## src/sv/supt_pkg.sv

```systemverilog
// sorted unique port table: shared types, constants and the command/status
// structs between controller and datapath. no dependencies.

package supt_pkg;

    localparam int unsigned TABLE_DEPTH = 64;
    localparam int unsigned IDX_W       = $clog2(TABLE_DEPTH);
    localparam int unsigned CNT_W       = $clog2(TABLE_DEPTH + 1);
    localparam int unsigned CMP_W       = (CNT_W > 6) ? CNT_W : 6;
    localparam int unsigned KEY_W       = 24;

    localparam int unsigned IN_W  = 32;
    localparam int unsigned OUT_W = 40;

    localparam logic [1:0]  OP_INSERT   = 2'd0;
    localparam logic [1:0]  OP_CLEAR    = 2'd1;
    localparam int unsigned OP_READ_BIT = 1;

    typedef enum logic [2:0] {
        ST_INSERTED = 3'd0,
        ST_PRESENT  = 3'd1,
        ST_FULL     = 3'd2,
        ST_CLEARED  = 3'd3,
        ST_READ_OK  = 3'd4,
        ST_EMPTY    = 3'd5
    } t_status;

    typedef enum logic [3:0] {
        S_IDLE,
        S_SRCH_RD,
        S_SRCH_CMP,
        S_SHIFT_RD,
        S_SHIFT_WR,
        S_PUT,
        S_READ,
        S_READ_WAIT,
        S_DONE
    } t_state;

    typedef enum logic [1:0] {
        RD_IDX,
        RD_J,
        RD_RIDX
    } t_rd_sel;

    typedef enum logic {
        WR_SHIFT,
        WR_KEY
    } t_wr_sel;

    typedef struct packed {
        logic    load;
        logic    cnt_clr;
        logic    cnt_inc;
        logic    idx_inc;
        logic    slot_load;
        logic    j_load;
        logic    j_dec;
        logic    rd_en;
        t_rd_sel rd_sel;
        logic    wr_en;
        t_wr_sel wr_sel;
        logic    st_load;
        t_status st_code;
        logic    out_load;
    } t_cmd;

    typedef struct packed {
        logic idx_eq_count;
        logic rdata_eq;
        logic rdata_gt;
        logic count_full;
        logic ridx_lt_count;
        logic j_eq_slot;
        logic out_free;
    } t_stat;

endpackage

```

## src/sv/supt_dp.sv

```systemverilog
// sorted unique port table datapath: pair memory, index counters, compare
// and the output register. depends on supt_pkg.

module supt_dp (
    input  logic                i_clk,
    input  logic                i_rst_n,
    input  logic [31:0]         i_s_tdata,
    input  logic                i_m_tready,
    input  supt_pkg::t_cmd      i_cmd,
    output supt_pkg::t_stat     o_stat,
    output logic                o_m_tvalid,
    output logic [39:0]         o_m_tdata
);

    logic [supt_pkg::KEY_W-1:0] r_mem [supt_pkg::TABLE_DEPTH];

    logic [supt_pkg::KEY_W-1:0] r_key;
    logic [5:0]                 r_ridx;
    logic [supt_pkg::KEY_W-1:0] r_rdata;
    logic [supt_pkg::CNT_W-1:0] r_count;
    logic [supt_pkg::CNT_W-1:0] r_idx;
    logic [supt_pkg::CNT_W-1:0] r_slot;
    logic [supt_pkg::CNT_W-1:0] r_j;
    supt_pkg::t_status          r_status;
    logic                       r_out_valid;
    logic [39:0]                r_out_data;

    logic [supt_pkg::IDX_W-1:0] rd_addr;
    logic [supt_pkg::IDX_W-1:0] wr_addr;
    logic [supt_pkg::KEY_W-1:0] wr_data;
    logic [supt_pkg::CNT_W-1:0] j_prev;
    logic [supt_pkg::KEY_W-1:0] out_key;
    logic [5:0]                 out_pos;
    logic [39:0]                n_out_data;

    assign j_prev = r_j - supt_pkg::CNT_W'(1);

    always_comb begin
        case (i_cmd.rd_sel)
            supt_pkg::RD_IDX:  rd_addr = r_idx[supt_pkg::IDX_W-1:0];
            supt_pkg::RD_J:    rd_addr = j_prev[supt_pkg::IDX_W-1:0];
            supt_pkg::RD_RIDX: rd_addr = supt_pkg::IDX_W'(r_ridx);
            default:           rd_addr = r_idx[supt_pkg::IDX_W-1:0];
        endcase
        case (i_cmd.wr_sel)
            supt_pkg::WR_SHIFT: begin
                wr_addr = r_j[supt_pkg::IDX_W-1:0];
                wr_data = r_rdata;
            end
            supt_pkg::WR_KEY: begin
                wr_addr = r_slot[supt_pkg::IDX_W-1:0];
                wr_data = r_key;
            end
            default: begin
                wr_addr = r_j[supt_pkg::IDX_W-1:0];
                wr_data = r_rdata;
            end
        endcase
    end

    // single write port, registered read port
    always_ff @(posedge i_clk) begin
        if (i_cmd.wr_en) begin
            r_mem[wr_addr] <= wr_data;
        end
        if (i_cmd.rd_en) begin
            r_rdata <= r_mem[rd_addr];
        end
    end

    always_ff @(posedge i_clk) begin
        if (i_cmd.load) begin
            r_key  <= {i_s_tdata[25:18], i_s_tdata[17:2]};
            r_ridx <= i_s_tdata[31:26];
        end
        if (i_cmd.slot_load) begin
            r_slot <= r_idx;
        end
        if (i_cmd.j_load) begin
            r_j <= r_count;
        end else if (i_cmd.j_dec) begin
            r_j <= j_prev;
        end
        if (i_cmd.st_load) begin
            r_status <= i_cmd.st_code;
        end
        if (i_cmd.out_load) begin
            r_out_data <= n_out_data;
        end
    end

    always_ff @(posedge i_clk) begin
        if (!i_rst_n) begin
            r_count     <= '0;
            r_idx       <= '0;
            r_out_valid <= 1'b0;
        end else begin
            if (i_cmd.cnt_clr) begin
                r_count <= '0;
            end else if (i_cmd.cnt_inc) begin
                r_count <= r_count + supt_pkg::CNT_W'(1);
            end
            if (i_cmd.load) begin
                r_idx <= '0;
            end else if (i_cmd.idx_inc) begin
                r_idx <= r_idx + supt_pkg::CNT_W'(1);
            end
            if (i_cmd.out_load) begin
                r_out_valid <= 1'b1;
            end else if (i_m_tready) begin
                r_out_valid <= 1'b0;
            end
        end
    end

    always_comb begin
        case (r_status)
            supt_pkg::ST_INSERTED,
            supt_pkg::ST_PRESENT: begin
                out_key = r_key;
                out_pos = 6'(r_slot);
            end
            supt_pkg::ST_FULL: begin
                out_key = r_key;
                out_pos = '0;
            end
            supt_pkg::ST_READ_OK: begin
                out_key = r_rdata;
                out_pos = r_ridx;
            end
            supt_pkg::ST_EMPTY: begin
                out_key = '0;
                out_pos = r_ridx;
            end
            default: begin
                out_key = '0;
                out_pos = '0;
            end
        endcase
        n_out_data = {out_pos, out_key[23:16], out_key[15:0], 7'(r_count), r_status};
    end

    assign o_stat.idx_eq_count  = (r_idx == r_count);
    assign o_stat.rdata_eq      = (r_rdata == r_key);
    assign o_stat.rdata_gt      = (r_rdata > r_key);
    assign o_stat.count_full    = (r_count == supt_pkg::CNT_W'(supt_pkg::TABLE_DEPTH));
    assign o_stat.ridx_lt_count = (supt_pkg::CMP_W'(r_ridx) < supt_pkg::CMP_W'(r_count));
    assign o_stat.j_eq_slot     = (r_j == r_slot);
    assign o_stat.out_free      = !r_out_valid || i_m_tready;

    assign o_m_tvalid = r_out_valid;
    assign o_m_tdata  = r_out_data;

endmodule

```

## src/sv/supt_ctrl.sv

```systemverilog
// sorted unique port table controller: sequences search, shift, insert,
// clear and read over the datapath. depends on supt_pkg.

module supt_ctrl (
    input  logic                i_clk,
    input  logic                i_rst_n,
    input  logic                i_s_tvalid,
    input  logic [1:0]          i_opcode,
    input  supt_pkg::t_stat     i_stat,
    output logic                o_s_tready,
    output supt_pkg::t_cmd      o_cmd
);

    supt_pkg::t_state r_state;
    supt_pkg::t_state n_state;

    always_ff @(posedge i_clk) begin
        if (!i_rst_n) begin
            r_state <= supt_pkg::S_IDLE;
        end else begin
            r_state <= n_state;
        end
    end

    always_comb begin
        n_state    = r_state;
        o_cmd      = '0;
        o_s_tready = 1'b0;
        case (r_state)
            supt_pkg::S_IDLE: begin
                o_s_tready = 1'b1;
                if (i_s_tvalid) begin
                    o_cmd.load = 1'b1;
                    if (i_opcode[supt_pkg::OP_READ_BIT]) begin
                        n_state = supt_pkg::S_READ;
                    end else if (i_opcode == supt_pkg::OP_CLEAR) begin
                        o_cmd.cnt_clr = 1'b1;
                        o_cmd.st_load = 1'b1;
                        o_cmd.st_code = supt_pkg::ST_CLEARED;
                        n_state       = supt_pkg::S_DONE;
                    end else begin
                        n_state = supt_pkg::S_SRCH_RD;
                    end
                end
            end
            supt_pkg::S_SRCH_RD: begin
                if (i_stat.idx_eq_count) begin
                    // no entry at or above the key: append at the end
                    o_cmd.slot_load = 1'b1;
                    o_cmd.j_load    = 1'b1;
                    if (i_stat.count_full) begin
                        o_cmd.st_load = 1'b1;
                        o_cmd.st_code = supt_pkg::ST_FULL;
                        n_state       = supt_pkg::S_DONE;
                    end else begin
                        n_state = supt_pkg::S_SHIFT_RD;
                    end
                end else begin
                    o_cmd.rd_en  = 1'b1;
                    o_cmd.rd_sel = supt_pkg::RD_IDX;
                    n_state      = supt_pkg::S_SRCH_CMP;
                end
            end
            supt_pkg::S_SRCH_CMP: begin
                if (i_stat.rdata_eq) begin
                    o_cmd.slot_load = 1'b1;
                    o_cmd.st_load   = 1'b1;
                    o_cmd.st_code   = supt_pkg::ST_PRESENT;
                    n_state         = supt_pkg::S_DONE;
                end else if (i_stat.rdata_gt) begin
                    o_cmd.slot_load = 1'b1;
                    o_cmd.j_load    = 1'b1;
                    if (i_stat.count_full) begin
                        o_cmd.st_load = 1'b1;
                        o_cmd.st_code = supt_pkg::ST_FULL;
                        n_state       = supt_pkg::S_DONE;
                    end else begin
                        n_state = supt_pkg::S_SHIFT_RD;
                    end
                end else begin
                    o_cmd.idx_inc = 1'b1;
                    n_state       = supt_pkg::S_SRCH_RD;
                end
            end
            supt_pkg::S_SHIFT_RD: begin
                if (i_stat.j_eq_slot) begin
                    n_state = supt_pkg::S_PUT;
                end else begin
                    o_cmd.rd_en  = 1'b1;
                    o_cmd.rd_sel = supt_pkg::RD_J;
                    n_state      = supt_pkg::S_SHIFT_WR;
                end
            end
            supt_pkg::S_SHIFT_WR: begin
                o_cmd.wr_en  = 1'b1;
                o_cmd.wr_sel = supt_pkg::WR_SHIFT;
                o_cmd.j_dec  = 1'b1;
                n_state      = supt_pkg::S_SHIFT_RD;
            end
            supt_pkg::S_PUT: begin
                o_cmd.wr_en   = 1'b1;
                o_cmd.wr_sel  = supt_pkg::WR_KEY;
                o_cmd.cnt_inc = 1'b1;
                o_cmd.st_load = 1'b1;
                o_cmd.st_code = supt_pkg::ST_INSERTED;
                n_state       = supt_pkg::S_DONE;
            end
            supt_pkg::S_READ: begin
                if (i_stat.ridx_lt_count) begin
                    o_cmd.rd_en  = 1'b1;
                    o_cmd.rd_sel = supt_pkg::RD_RIDX;
                    n_state      = supt_pkg::S_READ_WAIT;
                end else begin
                    o_cmd.st_load = 1'b1;
                    o_cmd.st_code = supt_pkg::ST_EMPTY;
                    n_state       = supt_pkg::S_DONE;
                end
            end
            supt_pkg::S_READ_WAIT: begin
                o_cmd.st_load = 1'b1;
                o_cmd.st_code = supt_pkg::ST_READ_OK;
                n_state       = supt_pkg::S_DONE;
            end
            supt_pkg::S_DONE: begin
                // hold until the output register can take the result
                if (i_stat.out_free) begin
                    o_cmd.out_load = 1'b1;
                    n_state        = supt_pkg::S_IDLE;
                end
            end
            default: begin
                n_state = supt_pkg::S_IDLE;
            end
        endcase
    end

endmodule

```

## src/sv/sorted_unique_port_table.sv

```systemverilog
// sorted unique port table, top level: joins controller and datapath.
// depends on supt_pkg, supt_ctrl and supt_dp.
//
// keeps up to TABLE_DEPTH unique (protocol, port) pairs in ascending order,
// protocol as the major key. one request transaction on the slave side gives
// exactly one result transaction on the master side.
// request: insert a pair, clear the table, or read the entry at an index.
// result: status, entry count after the operation, pair and its position.
// one request is handled at a time; ready is high only while idle.
// steps: a clear goes straight to the result; a read in range fetches the entry,
//   then gives the result; an insert searches up from index 0, then moves each
//   entry at or above the slot up one slot, from the end down, then writes the
//   pair into the slot.
// the table memory has one write port and a registered read: each search step
// reads an entry and then compares it; each move reads an entry, then writes it.
// a finished result sits in the output register; the next request is taken
// while it waits, but that request's result waits until the register frees.
// reset empties the table at once; memory contents are not cleared.

module sorted_unique_port_table (
    input  logic        i_clk,
    input  logic        i_rst_n,
    input  logic        i_s_tvalid,
    output logic        o_s_tready,
    // opcode[1:0], port_number[17:2], protocol_number[25:18], read_index[31:26]
    input  logic [31:0] i_s_tdata,
    output logic        o_m_tvalid,
    input  logic        i_m_tready,
    // status[2:0], entry_count[9:3], entry_port[25:10], entry_protocol[33:26],
    // position[39:34]
    output logic [39:0] o_m_tdata
);

    supt_pkg::t_cmd  cmd;
    supt_pkg::t_stat stat;

    supt_ctrl u_ctrl (
        .i_clk      (i_clk),
        .i_rst_n    (i_rst_n),
        .i_s_tvalid (i_s_tvalid),
        .i_opcode   (i_s_tdata[1:0]),
        .i_stat     (stat),
        .o_s_tready (o_s_tready),
        .o_cmd      (cmd)
    );

    supt_dp u_dp (
        .i_clk      (i_clk),
        .i_rst_n    (i_rst_n),
        .i_s_tdata  (i_s_tdata),
        .i_m_tready (i_m_tready),
        .i_cmd      (cmd),
        .o_stat     (stat),
        .o_m_tvalid (o_m_tvalid),
        .o_m_tdata  (o_m_tdata)
    );

    // one request at a time
    a_one_at_a_time: assert property (@(posedge i_clk) disable iff (!i_rst_n)
        (i_s_tvalid && o_s_tready) |=> !o_s_tready)
        else $error("request accepted while another is in progress");

    // no table write while a new request is being taken
    a_no_write_when_idle: assert property (@(posedge i_clk) disable iff (!i_rst_n)
        cmd.wr_en |-> !o_s_tready)
        else $error("table written while idle");

    // a result is only loaded into a free output register
    a_out_load_free: assert property (@(posedge i_clk) disable iff (!i_rst_n)
        cmd.out_load |-> stat.out_free)
        else $error("result overwrote a pending transaction");

    // never grow a full table
    a_no_overflow: assert property (@(posedge i_clk) disable iff (!i_rst_n)
        cmd.cnt_inc |-> !stat.count_full)
        else $error("entry count incremented on a full table");

endmodule

```

## config.mk

```make
export PLATFORM = sky130hd
export DESIGN_NAME = sorted_unique_port_table
export DESIGN_NICKNAME = d
export VERILOG_FILES = /design/src/sv/supt_pkg.sv /design/src/sv/supt_dp.sv /design/src/sv/supt_ctrl.sv /design/src/sv/sorted_unique_port_table.sv
export SDC_FILE = /design/constraint.sdc
export NUM_CORES = 2
export LEC_CHECK = 0
export ABC_AREA = 0
export BUFFER_PORTS_ARGS = -buffer_cell sky130_fd_sc_hd__buf_2
export CORE_ASPECT_RATIO = 2
export CORE_MARGIN = 1.5
export CORE_UTILIZATION = 65
export CTS_BUF_LIST = sky130_fd_sc_hd__clkbuf_8
export DETAILED_ROUTE_END_ITERATION = 10
export PLACE_DENSITY_LB_ADDON = 0.05
export RECOVER_POWER = 100
export SYNTH_ARGS = -nofsm -noshare
export SYNTH_HDL_FRONTEND = slang
export SYNTH_SLANG_ARGS = --single-unit
export TNS_END_PERCENT = 100
```

## constraint.sdc

```tcl
create_clock -name i_clk -period 14.1 [get_ports i_clk]
set_input_delay 1.41 -clock i_clk [delete_from_list [all_inputs] [get_ports i_clk]]
set_output_delay 1.41 -clock i_clk [all_outputs]
set_load 0.005 [all_outputs]
```

==> qor.log <==
[grt] initial antenna violation count 9
[logic_synthesis] Main synth FF type edfxtp_1
[route] remaining antenna violation count 0
[clocking] TritonCTS buffer count 213
[logic_synthesis] complex-gate fraction of the synthesized area 5.289%
[logic_synthesis] most numerous cell types in the synthesized netlist 1647 x edfxtp_1, 691 x nand2_1, 182 x mux4_2
[route] routed len/inst 33.61 um
[logic_synthesis] most common cell in the netlist edfxtp_1
[layout] fraction of final layout cells with drive strength greater than 1 15.39%
[timing] slew at the pin with the worst max-slew slack 3.811 ns
[layout] FF/Latch Area 49840 sq um
[logic_synthesis] async set or reset register ratio after synthesis 0%
[clocking] total number of clock tree sinks 1666
[logic_synthesis] synthesized net count 3939
[grt] largest net degree at the start of global routing 172
[place] number of port buffers 77
[grt] grt ovf 0
[setup_path] endpoint type of the worst setup path flop
[timing] worst clock skew 0.04984 ns
[setup_path] endpoint required time on the critical path 14.73 ns
[floorplan] die span in x 227.2 um
[logic_synthesis] largest area contributor in the synthesized netlist edfxtp_1
[clocking] hold buffers post-CTS 0
[timing] Period Utilization, post-route 72.82%
[grt] vias in the first global route 37550
[timing] Relative slew margins -154.1%
[timing] final setup fails 0
[timing] Max Freq 97.39 MHz
[route] DRC violation count after routing 0
[clocking] post-CTS setup buffers 0
[clocking] clk_lat worst skew 0.93 ns
[clocking] post-cts gate resize count 0
[power] static power due to leakage 23.18 nW
[floorplan] core region area 99730 sq um
[logic_synthesis] part of the Yosys area used for sequential elements 76.30%
[logic_synthesis] gate count after technology mapping 3868
[timing] minimum clock period 10.27 ns
[setup_path] arrival time of data at the critical path endpoint 10.90 ns
[power] largest vdd supply drop 0.1321 mV
[layout] number of inserted filler cells in the final layout 6401
[route] post-detailed-route via-to-cell ratio 6.787
[timing] setup repair after global routing missed its margin false
[place] Detail Placement HPWL 111.6 mm
[setup_path] WS Path Type flop to flop
[layout] post-route cell area 71660 sq um
[logic_synthesis] library cells used by synthesis 66
[place] gpl congestion 0.9682
[logic_synthesis] warning count from the yosys run 0
[floorplan] initial cell density of the core 65.49%
[logic_synthesis] Synth Area in XOR/XNOR 0.3352%
[logic_synthesis] total standard cell area after synthesis 65320 sq um
[clocking] number of H-tree levels 4
[clocking] clk buf depth 3
[outcome] run status finished, violations left
[timing] Final TNS setup 0 ns
[floorplan] die footprint 102500 sq um
[clocking] library cell used as clock root buffer clkbuf_8
[logic_synthesis] Synth Area in Adders 0.6705%
[logic_synthesis] top cell type's share of synthesized area 75.72%
[timing] number of endpoints with negative hold slack in the final report 0
[floorplan] boundary pin count 78
[floorplan] Die Y-Extent 451.3 um
[setup_path] Worst Setup SP u_dp.r_count[1]
[layout] multi-input gate area in the final layout 14580 sq um
[grt] wire length of the first global-routing pass 263.6 mm
[layout] synthesis-to-layout area growth 9.710%
[power] Power Density 153.5 nW/um^2
[run] Max Cap Viol 97
[logic_synthesis] Post-synth EDFFs 1647
[setup_path] Critical Path, Cell by Cell inv_1, ha_1, o21ai_0, a21boi_0, o2111ai_1, a21o_1, nand3_1, ha_1, nand2b_1, o31ai_4, clkbuf_1, clkbuf_1, nand3_1, o22ai_1, or4_1, nor4_1
[logic_synthesis] Area contributors post-synth edfxtp_1 76%, mux4_2 6.3%, nand2_1 4.0%
[setup_path] launching point of the worst reg2reg path u_dp.r_count[1]
[route] number of DRC markers after the initial detailed-route iteration 4682
[route] total wirelength of the detailed-routed design 187.3 mm
[setup_path] kind of start point of the critical path flop
[outcome] violated checks max-capacitance violations, max-slew violations
[logic_synthesis] syn avg cell area 16.89 sq um
[setup_path] largest fanout on the critical path 56
[layout] Final nets 4122
[timing] fin. max-slew vios 3482
[setup_path] highest cell delay on the worst timing path 1.98 ns
[logic_synthesis] area share of and/or/nand/nor cells after synthesis 7.590%
[clocking] clock tree from TritonCTS built
[logic_synthesis] largest family of logic cells by synthesized area multiplexers
[min_path] type of the worst min-delay path flop to flop
[route] total iterations of the first detailed-routing run 8
[setup_path] cell with the largest stage delay on the worst path clkbuf_1
[grt] total routing resource utilization after global routing 37.44%
[logic_synthesis] proportion of synthesized area in mux cells 7.931%
[min_path] Hold Path Origin u_dp.r_status[0]
[floorplan] row count 164
[place] placed inst area 68000 sq um
[clocking] clock slew at the register clock pins of the worst setup and hold paths 0.07 ns
[route] via count of the routed design 37820
[logic_synthesis] number of register bits inferred by synthesis 1666
-- logic make-up after synthesis --
family	count (synthesis)
flip-flops	1666
AND/OR/NAND/NOR	1118
AO/OA/AOI/OAI	457
multiplexers	290
buffers and inverters	277
adder cells (fa/ha/maj)	35
XOR/XNOR	25
-- per-stage QoR --
step / std cells / utilization (%) / worst slack [ns] / power, W / hold slack (ns)
3_3_place_gp: 5163 / 68.19 / 7.205 / 0.007456 / 0.4951
4_1_cts: 5558 / 72.52 / 7.147 / 0.01102 / 0.5286
6_report: 5573 / 71.85 / 3.832 / 0.01100 / 0.5100
3_5_place_dp: 5163 / 68.19 / 7.173 / 0.007502 / 0.5130
2_1_floorplan: 3868 / - / 9.559 / 0.006882 / 0.4064
5_1_grt: 5566 / 71.84 / 3.430 / 0.01133 / 0.5306
-- layout by cell type (no fill, tap or decap), types with 49 or more instances in the layout --
cell type	n
and3_1	77
nor2_1	59
clkbuf_8	224
inv_1	100
a311oi_1	94
clkbuf_1	112
o22ai_1	90
nand3_1	119
buf_4	49
mux2i_1	108
edfxtp_1	1647
nand2_1	691
mux4_2	182
-- worst paths after layout --
| kind | slack, ns | endpoint | depth (start not counted) |
|---|---|---|---|
| worst min-delay path | 0.51 | u_dp.o_m_tdata[0] | 0 |
| worst max register to register | 3.83 | u_dp.r_rdata[0] | 16 |
| worst max-delay path | 3.83 | u_dp.r_rdata[0] | 16 |
| worst min register to register | 0.51 | u_dp.o_m_tdata[0] | 0 |
-- area by class of cell --
class                      instances  share of cell area, %
sequential                      1666                  69.55
multi-input combinational       1925                  20.35
clock buffer                     224                  4.302
tap                             1328                  2.319
clock inverter                   171                  1.722
timing repair buffer             201                  1.482
inverter                          44                 0.2305
antenna                           14                0.04889
-- per-layer routing --
metal / vias to the layer above / track usage, % / wire (um)
li1: 15690 / - / -
met1: 19210 / 42.90 / 59390
met2: 2348 / 62.33 / 95060
met3: 577 / 6.609 / 15780
met4: 4 / 28.66 / 17070
met5: - / 0 / 27
-- sequential cells by signal, summed over array words and instances (netlist names) --
signal and cells:
u_dp.r_slot 7, u_dp.o_m_tvalid 1, u_dp.r_status 3, u_dp.r_key 24, u_dp.r_rdata 24, u_ctrl.r_state 4, u_dp.r_mem 1536, u_dp.r_idx 7
u_dp.o_m_tdata 40, u_dp.r_j 7, u_dp.r_count 7, u_dp.r_ridx 6
-- where the power goes --
part,switching (W),total [W],internal (W)
sequential,0.000104,0.00591,0.00581
clock,0.00179,0.00359,0.00180
combinational,0.00108,0.00151,0.000431
-- critical path, delay by kind of cell (launching register included) --
family          cells  cell delay, ns
buf+inv             3            3.64
simple gates        5            2.90
compound gates      6            1.78
fa+ha+maj           2            1.15
flops               1            0.43
Power figures use the tool's default switching activity.
